[src/x86arf_pkg.sv]
`timescale 1ns / 1ps

package x86arf_pkg;

  localparam int VALUE_W     = 64;
  localparam int FLAGS_W     = 32;
  localparam int REG_IDX_W   = 4;
  localparam int FLAG_IDX_W  = 5;
  localparam int FUNC_W      = 3;
  localparam int IN_TDATA_W  = 80;
  localparam int OUT_TDATA_W = 72;

  // flags word bit positions
  localparam int FLAG_CF = 0;
  localparam int FLAG_ZF = 6;
  localparam int FLAG_SF = 7;
  localparam int FLAG_TF = 8;
  localparam int FLAG_OF = 11;

  typedef enum logic [FUNC_W-1:0] {
    FN_WR_REG   = 3'd0,
    FN_RD_REG   = 3'd1,
    FN_SET_MARK = 3'd2,
    FN_RD_MARK  = 3'd3,
    FN_WR_FLAGS = 3'd4,
    FN_RD_FLAGS = 3'd5,
    FN_TGL_FLAG = 3'd6,
    FN_SET_TRAP = 3'd7
  } func_t;

  typedef enum logic [1:0] {
    SZ_BYTE  = 2'd0,
    SZ_WORD  = 2'd1,
    SZ_DWORD = 2'd2,
    SZ_QWORD = 2'd3
  } size_t;

  typedef struct packed {
    logic                 wr_en;
    logic                 mark_en;
    logic [REG_IDX_W-1:0] idx;
    size_t                size;
    logic                 high;
    logic [VALUE_W-1:0]   value;
    logic                 mark;
  } gpr_req_t;

  typedef struct packed {
    logic [VALUE_W-1:0] data;
    logic               mark;
  } gpr_rsp_t;

endpackage

[src/x86arf_gpr.sv]
`timescale 1ns / 1ps

module x86arf_gpr #(
  parameter int NUM_REGS       = 16,
  parameter int HIGH_BYTE_REGS = 4
) (
  input  logic                 clk,
  input  logic                 rst_n,
  input  x86arf_pkg::gpr_req_t req,
  output x86arf_pkg::gpr_rsp_t rsp
);
  import x86arf_pkg::*;

  localparam int IDX_W = (NUM_REGS > 1) ? $clog2(NUM_REGS) : 1;
  localparam int EXT_W = (IDX_W > REG_IDX_W) ? IDX_W : REG_IDX_W;

  logic [VALUE_W-1:0]  regs_r [NUM_REGS];
  logic [NUM_REGS-1:0] marks_r;

  logic [EXT_W-1:0]   idx_ext;
  logic [IDX_W-1:0]   slot;
  logic               idx_ok;
  logic               use_hi;
  logic [VALUE_W-1:0] cur;
  logic [VALUE_W-1:0] merged;
  logic [VALUE_W-1:0] rd_data;

  assign idx_ext = EXT_W'(req.idx);
  assign slot    = idx_ext[IDX_W-1:0];
  assign idx_ok  = (32'(req.idx) < NUM_REGS);
  assign use_hi  = req.high && (32'(req.idx) < HIGH_BYTE_REGS);
  assign cur     = idx_ok ? regs_r[slot] : '0;

  always_comb begin
    merged  = cur;
    rd_data = cur;
    case (req.size)
      SZ_QWORD: begin
        merged  = req.value;
        rd_data = cur;
      end
      SZ_DWORD: begin
        merged  = {32'd0, req.value[31:0]};
        rd_data = {32'd0, cur[31:0]};
      end
      SZ_WORD: begin
        merged  = {cur[63:16], req.value[15:0]};
        rd_data = {48'd0, cur[15:0]};
      end
      default: begin
        if (use_hi) begin
          merged  = {cur[63:16], req.value[7:0], cur[7:0]};
          rd_data = {56'd0, cur[15:8]};
        end else begin
          merged  = {cur[63:8], req.value[7:0]};
          rd_data = {56'd0, cur[7:0]};
        end
      end
    endcase
  end

  assign rsp.data = rd_data;
  assign rsp.mark = idx_ok ? marks_r[slot] : 1'b0;

  always_ff @(posedge clk) begin
    if (!rst_n) begin
      for (int i = 0; i < NUM_REGS; i++) begin
        regs_r[i] <= '0;
      end
      marks_r <= '0;
    end else begin
      for (int i = 0; i < NUM_REGS; i++) begin
        if (req.wr_en && idx_ok && slot == IDX_W'(i)) begin
          regs_r[i] <= merged;
        end
        if (req.mark_en && idx_ok && slot == IDX_W'(i)) begin
          marks_r[i] <= req.mark;
        end
      end
    end
  end

  a_qword_write: assert property (@(posedge clk) disable iff (!rst_n)
    (req.wr_en && idx_ok && req.size == SZ_QWORD)
      |=> regs_r[$past(slot)] == $past(req.value))
    else $error("qword write not stored");

  a_dword_zext: assert property (@(posedge clk) disable iff (!rst_n)
    (req.wr_en && idx_ok && req.size == SZ_DWORD)
      |=> regs_r[$past(slot)][63:32] == 32'd0)
    else $error("dword write did not clear upper half");

  a_byte_keep: assert property (@(posedge clk) disable iff (!rst_n)
    (req.wr_en && idx_ok && req.size == SZ_BYTE && !use_hi)
      |=> regs_r[$past(slot)][63:8] == $past(cur[63:8]))
    else $error("low byte write disturbed upper bits");

endmodule

[src/x86_aliased_register_file.sv]
`timescale 1ns / 1ps
// x86 general purpose register file: NUM_REGS 64-bit registers with sized,
// aliased access (byte, high byte, word, dword with zero extension, qword),
// a sign mark per register and a 32-bit flags word.
// Requests arrive on the in_ stream; in_tuser carries the function code and
// in_tdata the operands. Every request produces exactly one result on the
// out_ stream: read data plus trap, carry, zero, sign and overflow flags
// as they stand after the request.
// The request is decoded, the register file and flags are read, modified and
// written, and the result is registered at the same edge. One request per
// cycle is sustained while out_tready stays high; the single read-modify-write
// pass through the register array sets that figure.
// When the receiver stalls, the result register holds and in_tready drops
// until it is taken; a request accepted in the cycle the result leaves is
// processed without a bubble.
// Synchronous reset clears all registers, sign marks, flags and out_tvalid.

module x86_aliased_register_file #(
  parameter int NUM_REGS       = 16,
  parameter int HIGH_BYTE_REGS = 4
) (
  input  logic                                  clk,
  input  logic                                  rst_n,
  input  logic                                  in_tvalid,
  output logic                                  in_tready,
  // reg_index[3:0], size_code[5:4], high_byte[6], value[70:7],
  // sign_mark[71], flag_index[76:72], zero pad [79:77]
  input  logic [x86arf_pkg::IN_TDATA_W-1:0]     in_tdata,
  // func[2:0]
  input  logic [x86arf_pkg::FUNC_W-1:0]         in_tuser,
  output logic                                  out_tvalid,
  input  logic                                  out_tready,
  // read_data[63:0], trap_flag[64], carry_flag[65], zero_flag[66],
  // sign_flag[67], overflow_flag[68], zero pad [71:69]
  output logic [x86arf_pkg::OUT_TDATA_W-1:0]    out_tdata
);
  import x86arf_pkg::*;

  logic                   accept;
  func_t                  func;
  logic [FLAG_IDX_W-1:0]  flag_idx;
  gpr_req_t               gpr_req;
  gpr_rsp_t               gpr_rsp;

  logic [FLAGS_W-1:0]     flags_r, flags_nxt;
  logic [VALUE_W-1:0]     rd_data;
  logic                   out_valid_r, out_valid_nxt;
  logic [OUT_TDATA_W-1:0] out_data_r, out_data_nxt;

  assign in_tready = !out_valid_r || out_tready;
  assign accept    = in_tvalid && in_tready;
  assign func      = func_t'(in_tuser);
  assign flag_idx  = in_tdata[76:72];

  always_comb begin
    gpr_req.wr_en   = accept && func == FN_WR_REG;
    gpr_req.mark_en = accept && func == FN_SET_MARK;
    gpr_req.idx     = in_tdata[3:0];
    gpr_req.size    = size_t'(in_tdata[5:4]);
    gpr_req.high    = in_tdata[6];
    gpr_req.value   = in_tdata[70:7];
    gpr_req.mark    = in_tdata[71];
  end

  x86arf_gpr #(
    .NUM_REGS       (NUM_REGS),
    .HIGH_BYTE_REGS (HIGH_BYTE_REGS)
  ) u_gpr (
    .clk   (clk),
    .rst_n (rst_n),
    .req   (gpr_req),
    .rsp   (gpr_rsp)
  );

  always_comb begin
    flags_nxt = flags_r;
    rd_data   = '0;
    unique case (func)
      FN_WR_REG:   rd_data = '0;
      FN_RD_REG:   rd_data = gpr_rsp.data;
      FN_SET_MARK: rd_data = '0;
      FN_RD_MARK:  rd_data = VALUE_W'(gpr_rsp.mark);
      FN_WR_FLAGS: flags_nxt = gpr_req.value[FLAGS_W-1:0];
      FN_RD_FLAGS: rd_data = VALUE_W'(flags_r);
      FN_TGL_FLAG: flags_nxt = flags_r ^ (FLAGS_W'(1) << flag_idx);
      FN_SET_TRAP: flags_nxt = flags_r | (FLAGS_W'(1) << FLAG_TF);
      default:     rd_data = '0;
    endcase
  end

  always_comb begin
    out_valid_nxt = out_valid_r;
    out_data_nxt  = out_data_r;
    if (out_valid_r && out_tready) begin
      out_valid_nxt = 1'b0;
    end
    if (accept) begin
      out_valid_nxt = 1'b1;
      out_data_nxt  = {3'd0, flags_nxt[FLAG_OF], flags_nxt[FLAG_SF],
                       flags_nxt[FLAG_ZF], flags_nxt[FLAG_CF],
                       flags_nxt[FLAG_TF], rd_data};
    end
  end

  always_ff @(posedge clk) begin
    if (!rst_n) begin
      flags_r     <= '0;
      out_valid_r <= 1'b0;
    end else begin
      if (accept) begin
        flags_r <= flags_nxt;
      end
      out_valid_r <= out_valid_nxt;
    end
    out_data_r <= out_data_nxt;
  end

  assign out_tvalid = out_valid_r;
  assign out_tdata  = out_data_r;

endmodule
[config.mk]
export PLATFORM = sky130hd
export DESIGN_NAME = x86_aliased_register_file
export DESIGN_NICKNAME = d
export VERILOG_FILES = /design/src/x86arf_pkg.sv /design/src/x86arf_gpr.sv /design/src/x86_aliased_register_file.sv
export SDC_FILE = /design/constraint.sdc
export NUM_CORES = 1
export LEC_CHECK = 0
export BUFFER_PORTS_ARGS = -buffer_cell sky130_fd_sc_hd__clkbuf_2
export CAP_MARGIN = 20
export CORE_MARGIN = 5
export CORE_UTILIZATION = 55
export DETAILED_ROUTE_END_ITERATION = 10
export GPL_ROUTABILITY_DRIVEN = 0
export PLACE_DENSITY = 0.82
export SLEW_MARGIN = 10
export SYNTH_ARGS = -nofsm -noshare
export SYNTH_HDL_FRONTEND = slang
export SYNTH_SLANG_ARGS = --single-unit
[constraint.sdc]
create_clock -name clk -period 8.74 [get_ports clk]
set_input_delay 1.748 -clock clk [delete_from_list [all_inputs] [get_ports clk]]
set_output_delay 1.748 -clock clk [all_outputs]
set_load 0.01 [all_outputs]
==> results.yml <==
outcome:
  status: "finished, final reports clean"
routing:
  totalWireLength_um: 140000
  drc: 0
  viasPerCell: 6.88
  wire_per_inst_um: 31.2
  dr.pass1.iters: 8
  final_antenna_net_count: 0
  drtIter0Drc: 5231
  vias: 30800
layout:
  final_common_cell: "edfxtp_1"
  drive_above_1_share: 0.232
  final_cells: 4471
  fin_nets: 3287
  synthToLayoutAreaGrowth_pct: 10.2
  fillerInstances: 6127
  postLayoutCellArea_um2: 54600
  mostFrequentLayoutCells: "1093 x edfxtp_1, 715 x nor2_1, 290 x mux4_2, 151 x mux2i_1, 150 x clkbuf_2"
grt:
  grt_pass1_wl_um: 201000
  grt_pass1_vias: 30500
  grt_max_degree: 112
  antenna_found_initial: 2
  grtUsageTotal: 0.287
  gr-total-overflow: 0
floorplan:
  core_area_um2: 89700
  die_w_um: 310
  start_util: 0.552
  dieArea_um2: 96100
  rows: 110
  die_h_um: 310
  ios: 161
clocking:
  post_cts_buffers: 0
  hold_buffers: 0
  cts-root-buf: "clkbuf_16"
  clock_sinks: 1142
  clockBufferDepth: 3
  insertion_delay_ns: 0.71
  cts_resized: 0
  cts_tree: "done"
  path_clk_slew_ns: 0.06
  htree_levels: 3
  cts_made_buffers: 108
setup_path:
  max_stage_delay_ns: 0.84
  endpoint_kind: "register"
  critical_path_class: "in2reg"
  crit_path_start_kind: "primary input"
  cp.arrival_ns: 5.65
  path_delay_family: "buffers and inverters"
  crit_buf_inv: 4
  required_ns: 9.14
  crit_top_cell: "buf_4"
  cp_slowest_cell: "buf_4"
  crit_path_max_fanout: 84
  path_cells: "buf_8 -> buf_4 -> buf_4 -> mux4_2 -> mux2i_1 -> o22ai_1 -> a21oi_1 -> inv_2"
timing:
  skew_ns: 0.0652
  rsz0062_at_grt: "false"
  fin_hold_ws_ns: 0.481
  hold_violations: 0
  fin_crit_sh: 0.600
  fin_crit_ns: 5.25
  finalSetupViolCount: 0
  slew_headroom: 0.167
  fin_setup_tns_ns: 0
  fmax_ghz: 0.191
  drv_slew: 0
  worst_slew_pin_slew_ns: 1.25
logic_synthesis:
  synth_edf_count: 1093
  yosys_register_bits: 1142
  post_synth.cell_area_avg_um2: 15.7
  synth_cell_types: 64
  synth-async-reset-ratio: 0
  ys_seq_area_frac: 0.683
  synthFlopType: "edfxtp_1"
  netlist_area_um2: 49500
  syn_inst: 3156
  ys_warn_count: 0
worst_hold_path:
  hold_path_class: "reg2reg"
place:
  postPlaceCellArea_um2: 50900
  dp_hpwl_um: 72900
  io_buffers: 154
  placed_cells: 4261
pwr:
  p_leak_nw: 19.7
  peakVddDrop_mv: 0.191
  p_int_w: 0.00929
  p_comb_frac: 0.084
  sw_frac_of_total: 0.233
  p_switching_w: 0.00283
  power_frac_seq: 0.526
  power_density_nw_per_um2: 222
  clkPwrFrac: 0.390
flow_run:
  max-cap-violations: 0
## tightest hold or removal path, stage by stage, from the launching register on
cell and delay, ns:
dfxtp_1 0.31, o21ai_0 0.07, a21oi_1 0.06
## power groups by stage
stage          clock network, W  registers (W)  logic (W)
2_1_floorplan                 0        0.00647   0.000671
3_3_place_gp                  0        0.00645   0.000962
3_5_place_dp                  0        0.00648   0.000982
4_1_cts                 0.00475        0.00637   0.000994
5_1_grt                 0.00499        0.00638    0.00106
6_report                0.00473        0.00637    0.00102
## layer usage
layer  GRT usage  routed length [um]
met1       0.376               45100
met2       0.454               65600
met3      0.0747               20500
met4       0.144                8380
met5           0                  13
## layout make-up
cell class	count	area [um2]	area share
Antenna cell	1	2.50	0.0000459
Clock buffer	132	2810	0.0516
Clock inverter	72	738	0.0135
Inverter	75	287	0.00525
Multi-Input combinational cell	1659	14100	0.259
Sequential cell	1142	33800	0.619
Tap cell	1176	1470	0.0270
Timing Repair Buffer	214	1320	0.0242
## Yosys cell counts, drive strengths merged, types with 6 or more instances
| master | count | share of area |
|---|---|---|
| nand3 | 14 | 0.0014 |
| a211oi | 7 | 0.0011 |
| mux2i | 151 | 0.031 |
| o21ai | 32 | 0.0032 |
| mux4 | 290 | 0.13 |
| nor2b | 7 | 0.00088 |
| o22ai | 48 | 0.0061 |
| nor3 | 14 | 0.0014 |
| nand4 | 8 | 0.0010 |
| edfxtp | 1093 | 0.66 |
| dfxtp | 49 | 0.020 |
| clkbuf | 117 | 0.0091 |
| inv | 73 | 0.0055 |
| mux2 | 14 | 0.0032 |
| xnor2 | 10 | 0.0018 |
| o211a | 19 | 0.0038 |
| a211o | 8 | 0.0014 |
| nand2 | 90 | 0.0068 |
| a221oi | 6 | 0.0012 |
| and3 | 35 | 0.0044 |
| a22o | 21 | 0.0037 |
| o221ai | 20 | 0.0035 |
| buf | 165 | 0.021 |
| a21oi | 72 | 0.0078 |
| nor2 | 717 | 0.054 |
| a32o | 7 | 0.0014 |
| xor2 | 13 | 0.0023 |
## kinds of logic after synthesis
family	Yosys count	synth area share
muxes	455	0.166
other	1	0.0000758
xor gates and xnor gates	23	0.00407
and+or+nand+nor	911	0.0739
AOI/OAI and AO/OA	267	0.0378
buffers and inverters	357	0.0355
DFF	1142	0.683
## flip-flops by register name (all words and copies together) (netlist names)
register and cells:
u_gpr.regs_r 1024, flags_r 32, out_tvalid 1, u_gpr.marks_r 16
out_tdata 69
## per-stage QoR
stage,util,total power [W],worst slack [ns]
2_1_floorplan,-,0.00714,0.672
3_3_place_gp,0.567,0.00741,3.03
3_5_place_dp,0.567,0.00746,2.90
4_1_cts,0.607,0.0121,3.64
5_1_grt,0.608,0.0124,3.41
6_report,0.608,0.0121,3.49
## worst paths after layout
check | from | cells past startpoint | slack (ns) | end
max | in_tdata[3] | 8 | 3.49 | u_gpr.regs_r[12][53]
min | u_gpr.marks_r[9] | 2 | 0.48 | u_gpr.marks_r[9]
max reg2reg | out_tvalid | 8 | 4.88 | u_gpr.regs_r[7][5]
min reg2reg | u_gpr.marks_r[9] | 2 | 0.48 | u_gpr.marks_r[9]
(Power assumes the default switching activity.)
